===== src/sv/tvm_delta.sv =====
module tvm_delta #(
    parameter int COORD_BITS = 10,
    parameter int FRAC_BITS  = 4
) (
    input  logic                                    i_clk,
    input  logic                                    i_rst_n,
    input  logic                                    i_vld,
    input  logic [COORD_BITS-1:0]                   i_voxel_x,
    input  logic [COORD_BITS-1:0]                   i_voxel_y,
    input  logic [COORD_BITS-1:0]                   i_voxel_z,
    input  logic [COORD_BITS+FRAC_BITS-1:0]         i_center_x,
    input  logic [COORD_BITS+FRAC_BITS-1:0]         i_center_y,
    input  logic [COORD_BITS+FRAC_BITS-1:0]         i_center_z,
    output logic                                    o_vld,
    output logic [2*(COORD_BITS+FRAC_BITS):0]       o_sum,
    output logic [2*(COORD_BITS+FRAC_BITS)-1:0]     o_dz2
);
    localparam int RegBits = COORD_BITS + FRAC_BITS;
    localparam int SqBits  = 2 * RegBits;
    localparam int SumBits = SqBits + 1;

    function automatic logic [RegBits-1:0] abs_diff(
        input logic [RegBits-1:0] a,
        input logic [RegBits-1:0] b
    );
        return (a >= b) ? (a - b) : (b - a);
    endfunction

    logic [RegBits-1:0] w_px, w_py, w_pz;
    logic               r_vld_a, r_vld_b, r_vld_c;
    logic [RegBits-1:0] r_dx, r_dy, r_dz;
    logic [SqBits-1:0]  r_dx2, r_dy2, r_dz2_b, r_dz2_c;
    logic [SumBits-1:0] r_sum;

    // voxel index aligned to the fixed point grid
    assign w_px = RegBits'(i_voxel_x) << FRAC_BITS;
    assign w_py = RegBits'(i_voxel_y) << FRAC_BITS;
    assign w_pz = RegBits'(i_voxel_z) << FRAC_BITS;

    always_ff @(posedge i_clk) begin
        if (!i_rst_n) begin
            r_vld_a <= 1'b0;
            r_vld_b <= 1'b0;
            r_vld_c <= 1'b0;
        end else begin
            r_vld_a <= i_vld;
            r_vld_b <= r_vld_a;
            r_vld_c <= r_vld_b;
        end
    end

    always_ff @(posedge i_clk) begin
        r_dx    <= abs_diff(i_center_x, w_px);
        r_dy    <= abs_diff(i_center_y, w_py);
        r_dz    <= abs_diff(i_center_z, w_pz);
        r_dx2   <= SqBits'(r_dx) * SqBits'(r_dx);
        r_dy2   <= SqBits'(r_dy) * SqBits'(r_dy);
        r_dz2_b <= SqBits'(r_dz) * SqBits'(r_dz);
        r_sum   <= SumBits'(r_dx2) + SumBits'(r_dy2);
        r_dz2_c <= r_dz2_b;
    end

    assign o_vld = r_vld_c;
    assign o_sum = r_sum;
    assign o_dz2 = r_dz2_c;

endmodule


===== config.mk =====
export PLATFORM = sky130hd
export DESIGN_NAME = tvm_delta
export DESIGN_NICKNAME = d
export VERILOG_FILES = /design/src/sv/tvm_delta.sv
export SDC_FILE = /design/constraint.sdc
export NUM_CORES = 1
export LEC_CHECK = 0
export ABC_AREA = 1
export BUFFER_PORTS_ARGS = -buffer_cell sky130_fd_sc_hd__buf_2
export CAP_MARGIN = 5
export CORE_MARGIN = 3
export CORE_UTILIZATION = 40
export DETAILED_ROUTE_END_ITERATION = 10
export PLACE_DENSITY = 0.55
export SLEW_MARGIN = 40
export SYNTH_ARGS = -nofsm -noshare
export SYNTH_HDL_FRONTEND = slang
export SYNTH_SLANG_ARGS = --single-unit

===== constraint.sdc =====
create_clock -name i_clk -period 11.9 [get_ports i_clk]
set_input_delay 0 -clock i_clk [delete_from_list [all_inputs] [get_ports i_clk]]
set_output_delay 0 -clock i_clk [all_outputs]
set_load 0.01 [all_outputs]

==> results.py <==
metrics = {
    "timing": {
        "tightest_slew_ns": 0.7387,
        "slew_headroom_pct": 50.69,
        "fin_skew_ns": 0.02573,
        "drv_slew": 0,
        "fmax_ghz": 0.1739,
        "post-route-min-period_ns": 5.750,
        "rsz0062_at_grt": "no",
        "min_period_over_period_pct": 48.32,
        "final-hold-violation-count": 0,
        "tns_ns": 0,
        "setup_viol_count_final": 0,
    },
    "clock_tree": {
        "clk_pin_slew_ns": 0.08,
        "cts_sinks": 182,
        "clock_latency_ns": 0.49,
        "cts_made_buffers": 17,
        "cts_tree": "built",
        "cts_setup_buffers": 0,
        "clockRootBuffer": "clkbuf_16",
        "cts_max_level": 4,
        "max-clock-path-buffers": 2,
    },
    "floorplan": {
        "die_area_mm2": 0.07214,
        "coreArea_mm2": 0.06775,
        "start_util_pct": 40.71,
        "rows": 95,
        "die-width_um": 268.6,
        "dieHeight_um": 268.6,
        "ios": 133,
    },
    "synthesis": {
        "ys_types": 33,
        "synth_edf_count": 0,
        "netlist_top_cells_count": "nand2_1, inv_1, ha_1, fa_1",
        "avgSynthCellArea_um2": 7.142,
        "ys_top_cells_by_area": "fa_1, nand2_1, ha_1",
        "yosysSeqAreaShare_pct": 13.21,
        "netlist_area_mm2": 0.02758,
        "synth.most_common_cell": "nand2_1",
        "synth_top_cell_by_area": "fa_1",
        "syn_inst": 3862,
        "yosys.area.top_type_share_pct": 24.82,
        "synth_ff_type": "dfxtp_1",
        "yosys_warnings": 0,
        "synth_fp_nets": 4632,
        "ys_seq_elements": 182,
        "async_flop_share_pct": 0,
    },
    "critical_path": {
        "crit_end": "r_dx2[19]$_DFF_P_",
        "required_ns": 12.27,
        "worst_setup_path_end_kind": "flip-flop",
        "rr_worst_depth": 23,
        "critical_path_class": "flip-flop to flip-flop",
        "worst-endpoint-arrival_ns": 6.12,
        "r2r_end": "r_dx2[19]$_DFF_P_",
        "reg2reg_from": "r_dx[3]$_DFF_P_",
        "crit_path_start_kind": "flip-flop",
        "reg2reg_setup_slack_ns": 6.15,
        "critical_path.max_fanout": 14,
        "setup.worst_path.start": "r_dx[3]$_DFF_P_",
    },
    "detailed_routing": {
        "first_iter_violations": 1304,
        "num_vias": 22320,
        "drt-total-wl_um": 64930,
        "dr.pass1.iters": 5,
        "wire_per_inst_um": 13.35,
        "ant_nets": 0,
        "viasPerCell": 4.590,
        "drc_errors": 0,
    },
    "placed_design": {
        "place_congestion": 0.9013,
        "dp_hpwl_um": 55890,
        "io_buffers": 131,
    },
    "grt": {
        "grt_usage_pct": 18.60,
        "grt_max_degree": 19,
        "grt_overflow_total": 0,
        "grt_pass1_vias": 21670,
        "antenna_found_initial": 1,
        "grt_pass1_wl_um": 108100,
    },
    "finish": {
        "syn_to_final_growth_pct": 8.374,
        "fin_nets": 4745,
        "drive_gt1_share_pct": 4.940,
    },
    "job": {
        "cap_violations": 0,
    },
    "hold_path": {
        "hold_class": "primary input to flip-flop",
    },
    "outcome": {
        "status": "complete, no violations",
    },
}
-- critical path, stage by stage (launching register included) --
cell and delay (ns):
dfxtp_1 0.79, nand2_1 0.24, nand2_1 0.10, o21ai_0 0.08, inv_1 0.06, ha_1 0.13, o21bai_1 0.10, inv_1 0.07
fa_1 0.54, inv_1 0.06, fa_1 0.49, inv_1 0.05, fa_1 0.54, inv_1 0.05, fa_1 0.47, fa_1 0.48
ha_1 0.36, nand2_1 0.12, nor2_1 0.27, nand3_1 0.12, nand3_1 0.22, nand3_1 0.13, nand3_1 0.09, nand2_1 0.06
-- flip-flops by register name, indices dropped and copies added (netlist names) --
| register | flops |
|---|---|
| r_vld_b | 1 |
| r_dx2 | 27 |
| r_vld_a | 1 |
| r_dz2_b | 27 |
| r_dz | 14 |
| o_sum | 29 |
| r_dx | 14 |
| o_vld | 1 |
| r_dy2 | 27 |
| o_dz2 | 27 |
| r_dy | 14 |
-- per-stage QoR --
step	util [%]	setup WS [ns]	std cells	area (um^2)	hold slack [ns]
finish	44.12	6.150	4862	29890	0.05048
global route	44.12	5.774	4861	29890	0.04935
CTS	44.12	6.152	4861	29890	0.007619
detailed placement	42.80	6.184	4801	29000	0.1372
global placement	42.80	6.216	4801	29000	0.1394
floorplan	-	6.804	3862	27580	0.02772
-- cells in the final DEF (no fill, tap or decap), types with 14 or more instances in the layout --
master,n
nand2_1,1185
fa_1,342
and2_1,14
nand4_1,44
a21oi_1,108
dfxtp_1,182
buf_2,131
nand3_1,120
xnor2_1,25
clkbuf_16,17
dlygate4sd3_1,28
xor2_1,100
nor2_1,182
ha_1,353
o21bai_1,23
o21ai_0,29
inv_1,1017
nor3_1,16
-- cells by family (layout without fill, tap and decap cells) --
logic type | Yosys count | after routing | share of synthesized area (%)
simple gates | 1584 | 1584 | 22.94
buf+inv | 1086 | 1212 | 15.12
fa+ha+maj | 695 | 695 | 40.83
compound gates | 189 | 189 | 3.910
flops | 182 | 182 | 13.21
xor+xnor | 125 | 125 | 3.969
other cells | 1 | 2 | 0.01360
-- cell type report --
| class | count | area, um^2 |
|---|---|---|
| multi-input combinational | 2594 | 19770 |
| timing repair buffer | 160 | 943.4 |
| inverter | 1020 | 3831 |
| clock buffer | 17 | 425.4 |
| clock inverter | 15 | 185.2 |
| antenna | 1 | 2.502 |
| fill | 7107 | 37860 |
| sequential | 182 | 3643 |
| tap | 873 | 1092 |
-- worst min path at each step --
| stage | start | end | slack [ns] | cells after the start |
|---|---|---|---|---|
| 6_report | i_center_x[4] | r_dx[4]$_DFF_P_ | 0.05 | 4 |
| 5_1_grt | i_center_x[4] | r_dx[4]$_DFF_P_ | 0.05 | 4 |
| 4_1_cts | i_center_x[4] | r_dx[4]$_DFF_P_ | 0.008 | 4 |
| 3_5_place_dp | i_center_z[0] | r_dz[0]$_DFF_P_ | 0.14 | 1 |
| 3_3_place_gp | i_center_z[0] | r_dz[0]$_DFF_P_ | 0.14 | 1 |
| 2_1_floorplan | i_center_x[0] | r_dx[0]$_DFF_P_ | 0.03 | 0 |
-- per-layer routing --
metal  vias up  global-route usage (%)  routed length [um]
met4         0                   3.503                 614
met1     10410                   26.78               32260
li1      11580                       -                   -
met2       302                   30.38               29860
met5         -                       0                   0
met3        33                   2.153                2201
-- repair_timing --
action / CTS / global route
hold endpoints to repair: 21 / 0
resized for setup: 0 / 0
hold buffers: 28 / 0
Power is left out: the tool's default activity adds up to more than one toggle a clock period on the data nets, which glitch-free logic cannot reach.
